## src/rtl/bsa_pkg.sv

```systemverilog
// Shared types and constants of the bitmap slice allocator.
package bsa_pkg;

    localparam int BSA_MAX_SLOTS = 64;

    localparam int IN_TDATA_W  = 48;
    localparam int OUT_TDATA_W = 64;
    localparam int CFG_IDX_W   = 2;
    localparam int CFG_DATA_W  = 32;
    localparam int CNT_W       = 7;
    localparam int OUT_IDX_W   = 6;
    localparam int BYTES_W     = 16;
    localparam int ADDR_W      = 32;

    localparam logic [1:0] CMD_ALLOC = 2'd0;
    localparam logic [1:0] CMD_FREE  = 2'd1;
    localparam logic [1:0] CMD_SCAN  = 2'd2;

    localparam logic [1:0] STATUS_OK    = 2'd0;
    localparam logic [1:0] STATUS_NONE  = 2'd1;
    localparam logic [1:0] STATUS_RANGE = 2'd2;

    localparam logic [CFG_IDX_W-1:0] CFG_SLICE_COUNT = 2'd0;
    localparam logic [CFG_IDX_W-1:0] CFG_SLICE_BYTES = 2'd1;
    localparam logic [CFG_IDX_W-1:0] CFG_BASE_ADDR   = 2'd2;

    localparam logic [CNT_W-1:0]   RST_SLICE_COUNT = 7'd64;
    localparam logic [BYTES_W-1:0] RST_SLICE_BYTES = 16'd64;
    localparam logic [ADDR_W-1:0]  RST_BASE_ADDR   = 32'd0;

    typedef struct packed {
        logic capture;
        logic find;
        logic div_step;
        logic mul;
        logic commit;
    } t_dp_cmd;

    typedef struct packed {
        logic [1:0] cmd;
        logic       bytes_zero;
        logic       div_last;
        logic       out_free;
    } t_dp_sts;

endpackage

```

## src/rtl/bsa_ctrl.sv

```systemverilog
// Sequencing state machine of the bitmap slice allocator.
module bsa_ctrl
    import bsa_pkg::*;
(
    input  logic    i_clk,
    input  logic    i_rst_n,
    input  logic    i_in_valid,
    output logic    o_in_ready,
    input  t_dp_sts i_sts,
    output t_dp_cmd o_cmd
);

    typedef enum logic [4:0] {
        S_IDLE   = 5'b00001,
        S_FIND   = 5'b00010,
        S_DIV    = 5'b00100,
        S_MUL    = 5'b01000,
        S_COMMIT = 5'b10000
    } t_state;

    t_state r_state, n_state;

    always_comb begin
        n_state    = r_state;
        o_cmd      = '0;
        o_in_ready = 1'b0;
        unique case (r_state)
            S_IDLE: begin
                o_in_ready = 1'b1;
                if (i_in_valid) begin
                    o_cmd.capture = 1'b1;
                    n_state       = S_FIND;
                end
            end
            S_FIND: begin
                o_cmd.find = 1'b1;
                if (i_sts.cmd == CMD_FREE && !i_sts.bytes_zero) begin
                    n_state = S_DIV;
                end else if (i_sts.cmd == CMD_ALLOC || i_sts.cmd == CMD_SCAN) begin
                    n_state = S_MUL;
                end else begin
                    n_state = S_COMMIT;
                end
            end
            S_DIV: begin
                o_cmd.div_step = 1'b1;
                if (i_sts.div_last) begin
                    n_state = S_COMMIT;
                end
            end
            S_MUL: begin
                o_cmd.mul = 1'b1;
                n_state   = S_COMMIT;
            end
            S_COMMIT: begin
                if (i_sts.out_free) begin
                    o_cmd.commit = 1'b1;
                    n_state      = S_IDLE;
                end
            end
            default: begin
                n_state = S_IDLE;
            end
        endcase
    end

    always_ff @(posedge i_clk) begin
        if (!i_rst_n) begin
            r_state <= S_IDLE;
        end else begin
            r_state <= n_state;
        end
    end

endmodule

```

## src/rtl/bsa_dp.sv

```systemverilog
// Datapath of the bitmap slice allocator: bitmap, counts, encoder, divider, address.
module bsa_dp
    import bsa_pkg::*;
#(
    parameter int MAX_SLOTS = BSA_MAX_SLOTS
) (
    input  logic                   i_clk,
    input  logic                   i_rst_n,
    input  logic                   i_cfg_we,
    input  logic [CFG_IDX_W-1:0]   i_cfg_idx,
    input  logic [CFG_DATA_W-1:0]  i_cfg_data,
    input  logic [IN_TDATA_W-1:0]  i_in_data,
    output logic                   o_out_valid,
    input  logic                   i_out_ready,
    output logic [OUT_TDATA_W-1:0] o_out_data,
    input  t_dp_cmd                i_cmd,
    output t_dp_sts                o_sts
);

    localparam int IDX_W  = $clog2(MAX_SLOTS);
    localparam int STEP_W = $clog2(IDX_W + 1);
    localparam int DIV_W  = BYTES_W + IDX_W;
    localparam logic [CNT_W-1:0] MAX_N = CNT_W'(MAX_SLOTS);

    // configuration
    logic [CNT_W-1:0]   r_slice_count;
    logic [BYTES_W-1:0] r_slice_bytes;
    logic [ADDR_W-1:0]  r_base_addr;

    // state
    logic [MAX_SLOTS-1:0] r_use_map;
    logic [CNT_W-1:0]     r_act_cnt;

    // transaction in flight
    logic [1:0]        r_cmd;
    logic [ADDR_W-1:0] r_faddr;
    logic [CNT_W-1:0]  r_start;
    logic [IDX_W-1:0]  r_idx;
    logic              r_found;
    logic [ADDR_W-1:0] r_rem;
    logic              r_inrange;
    logic [STEP_W-1:0] r_step;
    logic [DIV_W-1:0]  r_prod;

    logic                   r_out_valid;
    logic [OUT_TDATA_W-1:0] r_out_data;

    logic [CNT_W-1:0]     eff_n;
    logic [MAX_SLOTS-1:0] lane_mask;
    logic [MAX_SLOTS-1:0] lane_ge;
    logic [MAX_SLOTS-1:0] pe_vec;
    logic [IDX_W-1:0]     pe_idx;
    logic                 pe_any;
    logic [ADDR_W-1:0]    diff;
    logic [DIV_W-1:0]     div_d;
    logic                 div_ge;
    logic [STEP_W-1:0]    shamt;
    logic                 range_err;
    logic                 found_c;
    logic [1:0]           status_c;
    logic [IDX_W-1:0]     idx_c;
    logic [ADDR_W-1:0]    addr_c;
    logic [CNT_W-1:0]     npos_c;
    logic [CNT_W-1:0]     act_c;
    logic [CNT_W-1:0]     avail_c;

    assign eff_n = (r_slice_count > MAX_N) ? MAX_N : r_slice_count;
    assign diff  = r_faddr - r_base_addr;

    always_comb begin
        for (int i = 0; i < MAX_SLOTS; i++) begin
            lane_mask[i] = CNT_W'(i) < eff_n;
            lane_ge[i]   = CNT_W'(i) >= r_start;
        end
    end

    always_comb begin
        unique case (r_cmd)
            CMD_ALLOC: pe_vec = ~r_use_map & lane_mask;
            CMD_FREE:  pe_vec = r_use_map & lane_mask;
            CMD_SCAN:  pe_vec = r_use_map & lane_mask & lane_ge;
            default:   pe_vec = '0;
        endcase
    end

    // lowest set bit
    always_comb begin
        pe_idx = '0;
        pe_any = 1'b0;
        for (int i = MAX_SLOTS - 1; i >= 0; i--) begin
            if (pe_vec[i]) begin
                pe_idx = IDX_W'(i);
                pe_any = 1'b1;
            end
        end
    end

    // restoring division of the address offset by the slice size
    assign shamt  = STEP_W'(IDX_W - 1) - r_step;
    assign div_d  = DIV_W'(r_slice_bytes) << shamt;
    assign div_ge = r_rem >= ADDR_W'(div_d);

    assign range_err = (r_cmd == CMD_SCAN) && (r_start >= eff_n);

    always_comb begin
        unique case (r_cmd)
            CMD_ALLOC, CMD_SCAN: found_c = r_found;
            CMD_FREE: begin
                if (r_slice_bytes == '0) begin
                    found_c = r_found;
                end else begin
                    found_c = r_inrange && (r_rem == '0) && (CNT_W'(r_idx) < eff_n)
                              && r_use_map[r_idx];
                end
            end
            default: found_c = 1'b0;
        endcase
    end

    always_comb begin
        act_c = r_act_cnt;
        if (found_c && r_cmd == CMD_ALLOC) begin
            act_c = r_act_cnt + CNT_W'(1);
        end else if (found_c && r_cmd == CMD_FREE) begin
            act_c = r_act_cnt - CNT_W'(1);
        end
    end

    always_comb begin
        if (range_err) begin
            status_c = STATUS_RANGE;
        end else if (found_c) begin
            status_c = STATUS_OK;
        end else begin
            status_c = STATUS_NONE;
        end
    end

    assign idx_c   = found_c ? r_idx : '0;
    assign addr_c  = !found_c ? '0 :
                     (r_cmd == CMD_FREE) ? r_faddr : r_base_addr + ADDR_W'(r_prod);
    assign npos_c  = (r_cmd == CMD_SCAN && !range_err) ?
                     (found_c ? CNT_W'(r_idx) + CNT_W'(1) : '0) : r_start;
    assign avail_c = (eff_n > act_c) ? eff_n - act_c : '0;

    always_ff @(posedge i_clk) begin
        if (!i_rst_n) begin
            r_slice_count <= RST_SLICE_COUNT;
            r_slice_bytes <= RST_SLICE_BYTES;
            r_base_addr   <= RST_BASE_ADDR;
        end else if (i_cfg_we) begin
            priority case (i_cfg_idx)
                CFG_SLICE_COUNT: r_slice_count <= i_cfg_data[CNT_W-1:0];
                CFG_SLICE_BYTES: r_slice_bytes <= i_cfg_data[BYTES_W-1:0];
                CFG_BASE_ADDR:   r_base_addr   <= i_cfg_data[ADDR_W-1:0];
                default: ;
            endcase
        end
    end

    always_ff @(posedge i_clk) begin
        if (!i_rst_n) begin
            r_use_map   <= '0;
            r_act_cnt   <= '0;
            r_out_valid <= 1'b0;
        end else begin
            if (i_cmd.commit) begin
                r_act_cnt   <= act_c;
                r_out_valid <= 1'b1;
                if (found_c && r_cmd == CMD_ALLOC) begin
                    r_use_map[r_idx] <= 1'b1;
                end else if (found_c && r_cmd == CMD_FREE) begin
                    r_use_map[r_idx] <= 1'b0;
                end
            end else if (i_out_ready) begin
                r_out_valid <= 1'b0;
            end
        end
    end

    always_ff @(posedge i_clk) begin
        if (i_cmd.capture) begin
            r_cmd   <= i_in_data[1:0];
            r_faddr <= i_in_data[33:2];
            r_start <= i_in_data[40:34];
        end
        if (i_cmd.find) begin
            r_idx     <= pe_idx;
            r_found   <= pe_any && !(r_cmd == CMD_FREE && diff != '0);
            r_rem     <= diff;
            r_inrange <= diff < ADDR_W'(DIV_W'(r_slice_bytes) << IDX_W);
            r_step    <= '0;
        end
        if (i_cmd.div_step) begin
            if (div_ge) begin
                r_rem <= r_rem - ADDR_W'(div_d);
            end
            r_idx  <= IDX_W'({r_idx, div_ge});
            r_step <= r_step + STEP_W'(1);
        end
        if (i_cmd.mul) begin
            r_prod <= DIV_W'(r_slice_bytes) * DIV_W'(r_idx);
        end
        if (i_cmd.commit) begin
            r_out_data <= {3'b000, avail_c, act_c, npos_c, addr_c,
                           OUT_IDX_W'(idx_c), status_c};
        end
    end

    assign o_out_valid    = r_out_valid;
    assign o_out_data     = r_out_data;
    assign o_sts.cmd        = r_cmd;
    assign o_sts.bytes_zero = (r_slice_bytes == '0);
    assign o_sts.div_last   = (r_step == STEP_W'(IDX_W - 1));
    assign o_sts.out_free   = !r_out_valid || i_out_ready;

    a_count_matches_map: assert property (@(posedge i_clk) disable iff (!i_rst_n)
        r_act_cnt == CNT_W'($countones(r_use_map)))
        else $error("active count differs from bitmap population");

    a_commit_into_free_slot: assert property (@(posedge i_clk) disable iff (!i_rst_n)
        i_cmd.commit |-> (!r_out_valid || i_out_ready))
        else $error("result loaded over an untaken result");

    a_alloc_sets_bit: assert property (@(posedge i_clk) disable iff (!i_rst_n)
        (i_cmd.commit && r_cmd == CMD_ALLOC && found_c) |=> r_use_map[$past(r_idx)])
        else $error("allocated slot not marked in use");

endmodule

```

## src/rtl/bitmap_slice_allocator_top.sv

```systemverilog
// Top level of the bitmap slice allocator: controller plus datapath.
//
// Requests enter on the s_axis channel, one command per transaction
// (allocate, free by address, find next active). Each request gives exactly
// one result on the m_axis channel with status, slot index, slot address,
// next scan position and the active and available counts.
// Configuration (slice count, slice size, base address) is written through
// i_cfg_we / i_cfg_idx / i_cfg_data; the user must write it only while no
// request is in flight, as the block does not enforce this. One request is
// processed at a time. Allocate and scan run a lowest-bit encode, one multiply
// and a commit; a free with nonzero slice size runs a restoring divide of the
// address offset, one quotient bit per cycle, before its commit; a free with
// zero slice size or an undefined command goes from encode straight to commit.
// The result turns valid in the same cycle as the next accept is possible.
// Results sit in an output register, so a finished result can wait while
// the block takes the next request; if the receiver stalls with a result
// still held, the following request waits at its commit step.
// Reset (synchronous, active low) clears the bitmap and the active count
// and restores slice count 64, slice size 64 and base address 0.
module bitmap_slice_allocator_top
    import bsa_pkg::*;
#(
    parameter int MAX_SLOTS = BSA_MAX_SLOTS
) (
    input  logic                   i_clk,
    input  logic                   i_rst_n,
    input  logic                   i_cfg_we,
    input  logic [CFG_IDX_W-1:0]   i_cfg_idx,
    input  logic [CFG_DATA_W-1:0]  i_cfg_data,
    input  logic                   i_s_axis_tvalid,
    output logic                   o_s_axis_tready,
    // cmd[1:0], free_addr[33:2], start_pos[40:34], zero pad[47:41]
    input  logic [IN_TDATA_W-1:0]  i_s_axis_tdata,
    output logic                   o_m_axis_tvalid,
    input  logic                   i_m_axis_tready,
    // status[1:0], slot_index[7:2], slot_addr[39:8], next_pos[46:40],
    // active_count[53:47], avail_count[60:54], zero pad[63:61]
    output logic [OUT_TDATA_W-1:0] o_m_axis_tdata
);

    t_dp_cmd dp_cmd;
    t_dp_sts dp_sts;

    bsa_ctrl u_ctrl (
        .i_clk      (i_clk),
        .i_rst_n    (i_rst_n),
        .i_in_valid (i_s_axis_tvalid),
        .o_in_ready (o_s_axis_tready),
        .i_sts      (dp_sts),
        .o_cmd      (dp_cmd)
    );

    bsa_dp #(
        .MAX_SLOTS (MAX_SLOTS)
    ) u_dp (
        .i_clk       (i_clk),
        .i_rst_n     (i_rst_n),
        .i_cfg_we    (i_cfg_we),
        .i_cfg_idx   (i_cfg_idx),
        .i_cfg_data  (i_cfg_data),
        .i_in_data   (i_s_axis_tdata),
        .o_out_valid (o_m_axis_tvalid),
        .i_out_ready (i_m_axis_tready),
        .o_out_data  (o_m_axis_tdata),
        .i_cmd       (dp_cmd),
        .o_sts       (dp_sts)
    );

endmodule

```

## config.mk

```make
export PLATFORM = sky130hd
export DESIGN_NAME = bitmap_slice_allocator_top
export DESIGN_NICKNAME = d
export VERILOG_FILES = /design/src/rtl/bsa_pkg.sv /design/src/rtl/bsa_ctrl.sv /design/src/rtl/bsa_dp.sv /design/src/rtl/bitmap_slice_allocator_top.sv
export SDC_FILE = /design/constraint.sdc
export NUM_CORES = 1
export LEC_CHECK = 0
export ABC_AREA = 1
export BUFFER_PORTS_ARGS = -buffer_cell sky130_fd_sc_hd__buf_4
export CAP_MARGIN = 20
export CELL_PAD_IN_SITES_DETAIL_PLACEMENT = 1
export CELL_PAD_IN_SITES_GLOBAL_PLACEMENT = 1
export CORE_MARGIN = 5
export CORE_UTILIZATION = 45
export DETAILED_ROUTE_END_ITERATION = 6
export GPL_TIMING_DRIVEN = 0
export PLACE_DENSITY_LB_ADDON = 0.1
export SLEW_MARGIN = 20
export SYNTH_ARGS = -nofsm -noshare
export SYNTH_HDL_FRONTEND = slang
export SYNTH_SLANG_ARGS = --single-unit
```

## constraint.sdc

```tcl
create_clock -name i_clk -period 8.5 [get_ports i_clk]
set_clock_uncertainty 0.1 [all_clocks]
set_input_delay 1.7 -clock i_clk [delete_from_list [all_inputs] [get_ports i_clk]]
set_output_delay 1.7 -clock i_clk [all_outputs]
set_load 0.05 [all_outputs]
```

== Word-level counts from Yosys, hierarchy flattened ==
Cells that the tools add are included.

* Add/subtract/negate cells: 9
* Multipliers: 1
* $lt $le $gt $ge: 136
* Equality and inequality tests: 13
* Shift operators: 1
* Multiplexer cells: 167
* Bitwise operators: 7
* Reductions and logical operators: 31

{| class="wikitable"
|+ Operators with widths
! kind !! count
|-
| 2-to-1 mux 6 bit || 66
|-
| AND 64 bit || 4
|-
| greater-or-equal comparator 6 x 7 -> 1 bit (first input constant) || 32
|-
| less-than comparator 6 x 7 -> 1 bit (first input constant) || 32
|-
| case mux 64 bit (3 select lines) || 1
|-
| 2-to-1 mux 32 bit || 4
|-
| 2-to-1 mux 64 bit || 2
|-
| NOT 64 bit || 2
|-
| greater-or-equal comparator 5 x 7 -> 1 bit (first input constant) || 16
|-
| less-than comparator 5 x 7 -> 1 bit (first input constant) || 16
|-
| 2-to-1 mux 1 bit || 78
|-
| bitwise OR 64 bit || 1
|-
| greater-or-equal comparator 4 x 7 -> 1 bit (first input constant) || 8
|-
| less-than comparator 4 x 7 -> 1 bit (first input constant) || 8
|-
| 2-to-1 mux 7 bit || 5
|-
| adder 32 x 22 -> 32 bit || 1
|-
| greater-or-equal comparator 32 x 22 -> 1 bit || 1
|-
| zero test 32 bit || 1
|-
| less-than comparator 32 x 22 -> 1 bit || 1
|-
| nonzero test 32 bit || 1
|-
| subtractor 32 x 22 -> 32 bit || 1
|-
| subtractor 32 bit || 1
|-
| greater-or-equal comparator 3 x 7 -> 1 bit (first input constant) || 4
|-
| less-than comparator 3 x 7 -> 1 bit (first input constant) || 4
|-
| 42 further kinds || 75
|}

* Flip-flop bits (word level): 299
* Input bits: 87
* Output and inout bits: 66
* Word-level logic and storage cells: 385

== Longest topological paths before layout ==
* Depth after elaboration: 72
* Mapped depth: 68
* Depth with buffers taken out: 67

== Modules after synthesis ==
Synthesis repeated with hierarchy kept, for this count alone.

* Cells, all modules: 3,036
* Area, all modules: 22,574.2 um^2

{| class="wikitable"
|+ By module, submodules not included
! module !! times used !! cells an instance !! area each (um^2) !! seq. area each (um^2)
|-
| bsa_dp || 1 || 2,984 || 22,222.6 || 7,236.9
|-
| bsa_ctrl || 1 || 52 || 351.6 || 100.1
|}

== Worst setup path after synthesis ==
No wires, ideal clock.

* Kind: input -> register
* Start: input i_m_axis_tready
* End: register with a tool-made name
* Library setup time: 0.070 ns
* Arrival: 6.306 ns
* Setup slack: 2.024 ns
* Stages: 10
* Buffers on the path: 0
* Cell sequence: nor2_1 nor2_1 inv_1 nor2_1 inv_1 nor2_1 inv_1 nor2_1 o21ai_0 a21oi_1

{| class="wikitable"
|+ RTL lines
! element !! line !! text
|-
| start: declaration || bitmap_slice_allocator_top.sv:35 || <nowiki>input logic i_m_axis_tready,</nowiki>
|}

== Final worst setup path ==
* Start: register u_dp.r_idx[1]
* End: register u_dp.r_out_data[57], in the netlist u_dp.o_out_data[57], data pin

* Word-level cells in the longest chain between the ends: 9
* Elaborated cells between the ends (all ways): 13

{| class="wikitable"
|+ RTL lines
! element !! line !! text
|-
| start: declaration || bsa_dp.sv:38 || <nowiki>logic [IDX_W-1:0] r_idx;</nowiki>
|-
| start signal: assignment || bsa_dp.sv:188 || <nowiki>r_idx <= pe_idx;</nowiki>
|-
| start signal: assignment || bsa_dp.sv:198 || <nowiki>r_idx <= IDX_W'({r_idx, div_ge});</nowiki>
|-
| binary-select mux 1 bit (select 6 bit) or less-than comparator 6 x 7 -> 1 bit (tied branches) || bsa_dp.sv:113, bsa_dp.sv:112 ||
|-
| 2-to-1 mux 1 bit (implied by the code) or logical AND 1 bit (tied branches) || bsa_dp.sv:113, bsa_dp.sv:112 ||
|-
| logical AND 1 bit (*) || bsa_dp.sv:113 || <nowiki>&& r_use_map[r_idx];</nowiki>
|-
| 2-to-1 mux 1 bit (*) || bsa_dp.sv:109 || <nowiki>if (r_slice_bytes == '0) begin</nowiki>
|-
| case mux 1 bit (2 select lines) (*) || bsa_dp.sv:106 || <nowiki>unique case (r_cmd)</nowiki>
|-
| logical AND 1 bit || bsa_dp.sv:124 || <nowiki>end else if (found_c && r_cmd == CMD_FREE) begin</nowiki>
|-
| 2-to-1 mux 7 bit || bsa_dp.sv:124 ||
|-
| 2-to-1 mux 7 bit (*) || bsa_dp.sv:122 || <nowiki>if (found_c && r_cmd == CMD_ALLOC) begin</nowiki>
|-
| net u_dp.act_c[2] || bsa_dp.sv:64 || <nowiki>logic [CNT_W-1:0] act_c;</nowiki>
|-
| subtractor 7 bit or > comparator 7 bit (tied branches) || bsa_dp.sv:144 || <nowiki>assign avail_c = (eff_n > act_c) ? eff_n - act_c : '0;</nowiki>
|-
| end signal: assignment || bsa_dp.sv:205 || <nowiki>r_out_data <= {3'b000, avail_c, act_c, npos_c, addr_c,</nowiki>
|-
| end: declaration || bsa_dp.sv:46 || <nowiki>logic [OUT_TDATA_W-1:0] r_out_data;</nowiki>
|}

The timed path passes the listed nets; every way through them passes the cells marked *. The select of a mux whose other input is x is not followed.
A chain may end at the register's enable or synchronous reset.

==> metrics.md <==
| Metric | Value |
|---|---|
| Result of the run | finished, final reports clean |
| Layout cells sized above 1 | 8.57% |
| Starting DRC count in detailed routing | 1798 |
| Static power due to leakage | 11.3 nW |
| Routed length per placed instance | 25.8 µm |
| Category of the most critical setup path | flop to flop |
| Launch instance of the worst register-to-register path | u_dp.r_idx[1]$_DFFE_PP_ |
| Post-Syn Instances | 3025 |
| Maximum number of pins on one net before global-route repair | 33 |
| Share of power burned in registers | 33.5% |
| Final GP Congestion | 1.01 |
| Height of the chip | 233 µm |
| Setup violations, final | 0 |
| Number of buffers added for setup after CTS | 0 |
| Number of unique standard cell types used by synthesis | 63 |
| Kind of capture point of the worst setup path | flop |
| Sink Count | 299 |
| Port Buffer Count | 142 |
| # resized after CTS | 0 |
| Layout area overhead | 14.8% |
| Period Utilization, post-route | 97.0% |
| Area enclosed by the die boundary | 54400 µm² |
| Drt drc | 0 |
| Count of hold buffers inserted by post-cts repair | 0 |
| Worst hold-check path type | flop to flop |
| Portion of total power attributed to combinational logic | 34.8% |
| Yosys warns | 0 |
| Clock network fraction of total power | 31.8% |
| CTS H-tree lvls | 2 |
| Final min period | 8.24 ns |
| Total count of hold-check failures in the final report | 0 |
| Most frequent CP cell | nor2_1 |
| Number of buffers on the longest clock path | 3 |
| Master of the slowest instance on the critical path | clkbuf_1 |
| Number of flops mapped to enable cells by yosys | 135 |
| Number of buffers and inverters on the critical path | 8 |
| Cell area after technology mapping | 22400 µm² |
| NumNets Final | 3507 |
| Clock Latency Late Sink | 0.58 ns |
| Register clock-pin slew on the reported worst setup and hold paths | 0.06 ns |
| First-pass GRT wire length | 150000 µm |
| Cell family with most CP delay | buffers and inverters |
| Min setup slack post-route | 0.259 ns |
| Count of max-cap constraint violations | 0 |
| PwrDens | 206 nW/µm² |
| Max-slew headroom | 27.6% |
| Post-DP HPWL | 79500 µm |
| Minimum setup slack after placement | 0.473 ns |
| Antenna Violating Nets Remaining | 0 |
| Fraction of registers with async set/reset | 0% |
| Critical Path Start Type | flop |
| DIE WIDTH | 233 µm |
| Tightest Pin Transition | 1.09 ns |
| Number of ports placed on the die boundary | 153 |
| GR Util All Layers | 36.3% |
| Flops & latches, synth | 299 |
| Via-per-instance ratio | 5.98 |
| Core Rows | 81 |
| Worst path required time | 8.69 ns |
| Vias after detailed routing | 23.4k |
| Upper clock frequency limit | 0.121 GHz |
| Maximum fanout along the worst path | 10 |
| Launch point of the critical path | u_dp.r_idx[1]$_DFFE_PP_ |
| Part of the Yosys area used for sequential elements | 32.7% |
| Floorplan core area | 49200 µm² |
| WP data arrival | 8.43 ns |
| Most common flop cell mapped by yosys | dfxtp_1 |
| First-pass DRT Iterations | 5 |
| Max-slew violation total from the final report | 0 |
| TritonCTS buffer count | 39 |
| Mean Syn Cell Area | 7.41 µm² |
| CTS tree | yes |
| Initial cell density of the core | 45.6% |
| Via count of the first global-routing pass | 24.7k |
| Worst path max stage delay | 0.70 ns |
| Initial antenna violation count | 1 |
| Internal power | 3.24 mW |
| Master cell of the clock root buffer | clkbuf_16 |
| Switching power of the nets | 2.06 mW |
| Hold Worst Slack | 0.398 ns |
| Switching fraction of total power | 38.9% |
| Fill cell total of the finished layout | 6213 |
| Total congestion overflow | 0 |
| Total detailed-routing wirelength | 101000 µm |
| Worst IR drop on VDD | 0.000159 V |
| Unrepaired setup endpoints after global routing | false |
==> cell type report <==
cell class | instances | area [µm²] | area share [%]
multi-input combinational | 2139 | 12900 | 50.1
inverter | 466 | 1750 | 6.81
tap | 664 | 831 | 3.23
clock inverter | 21 | 170 | 0.661
sequential | 299 | 7340 | 28.5
antenna | 1 | 2.50 | 0.00972
buffer | 123 | 503 | 1.95
timing repair buffer | 147 | 1160 | 4.51
clock buffer | 50 | 1090 | 4.23
==> worst paths after layout <==
check / end / slack, ns / depth (start not counted)
setup reg to reg: u_dp.o_out_data[57]$_SDFFCE_PP0P_ / 0.26 / 33
hold / removal: flop / 0.40 / 2
setup / recovery: u_dp.o_out_data[57]$_SDFFCE_PP0P_ / 0.26 / 33
hold reg to reg: flop / 0.40 / 2
==> tightest hold or removal path: stages (launching register included) <==
cell and delay [ns]:
dfxtp_1 0.31, o21ai_0 0.07, a21oi_1 0.07
==> layout by cell type (no fill, tap or decap), types with 8 or more instances in the layout <==
cell type and count:
nand3_1 84, nand4_1 26, nor2_4 8, edfxtp_1 135
o21ai_1 15, dfxtp_1 164, nor4_1 13, fa_1 61
nor2_1 267, inv_2 20, xnor2_1 21, buf_1 11
o221ai_1 10, xor2_1 80, a2111oi_0 9, o21ai_0 302
inv_1 442, o21bai_1 15, clkinv_1 9, o211ai_1 44
clkbuf_1 107, nand2_1 507, o21a_1 8, nor3_1 31
ha_1 144, a211oi_1 15, a31oi_1 38, buf_4 147
o22ai_1 31, clkbuf_16 41, a21oi_1 304
==> power by group through the flow <==
stage          registers (mW)  clock network (mW)  logic, mW
2_1_floorplan            1.78                   0       1.21
5_1_grt                  1.78                1.75       2.02
4_1_cts                  1.77                1.70       1.81
3_5_place_dp             1.80                   0       1.79
3_3_place_gp             1.80                   0       1.70
6_report                 1.77                1.68       1.84
==> cell families (layout without fill, tap and decap cells) <==
group,after synthesis,in the layout,synth area share [%]
other,1,4,0.0167
DFF,299,299,32.7
buffers and inverters,589,807,10.0
xor gates and xnor gates,101,101,3.94
adders and majority gates,205,205,13.5
and+or+nand+nor,977,977,18.2
AOI/OAI and AO/OA,850,850,21.5
muxes,3,3,0.134
==> Yosys cell counts, drive strengths merged, types with 21 or more instances <==
cell type | count | area, µm²
a21oi | 304 | 1520
a31oi | 38 | 238
buf | 21 | 114
clkbuf | 102 | 383
dfxtp | 164 | 3280
edfxtp | 135 | 4050
fa | 61 | 1220
ha | 144 | 1800
inv | 463 | 1740
nand2 | 516 | 1970
nand3 | 87 | 450
nand4 | 26 | 163
nor2 | 280 | 1110
nor3 | 36 | 180
o211ai | 44 | 330
o21ai | 317 | 1590
o22ai | 31 | 194
xnor2 | 21 | 184
xor2 | 80 | 701
==> layer usage <==
metal,vias up,share of wire (%),global-route usage [%]
li1,10580,-,-
met1,11547,38,41.8
met2,927,49,64.0
met3,317,5.7,4.70
met4,0,7.5,22.5
met5,-,0,0
==> per-stage QoR <==
step / area (µm²) / std cells / setup TNS [ns] / utilization [%] / total power, mW
floorplan: 22400 / 3027 / 0 / - / 2.99
global placement: 24300 / 3833 / -79.20 / 49.5 / 3.49
detailed placement: 24500 / 3838 / 0 / 49.8 / 3.59
CTS: 25700 / 3909 / 0 / 52.3 / 5.28
global route: 25700 / 3909 / 0 / 52.4 / 5.56
finish: 25700 / 3910 / 0 / 52.4 / 5.30
Note: power is estimated with default switching activity, not from simulation.
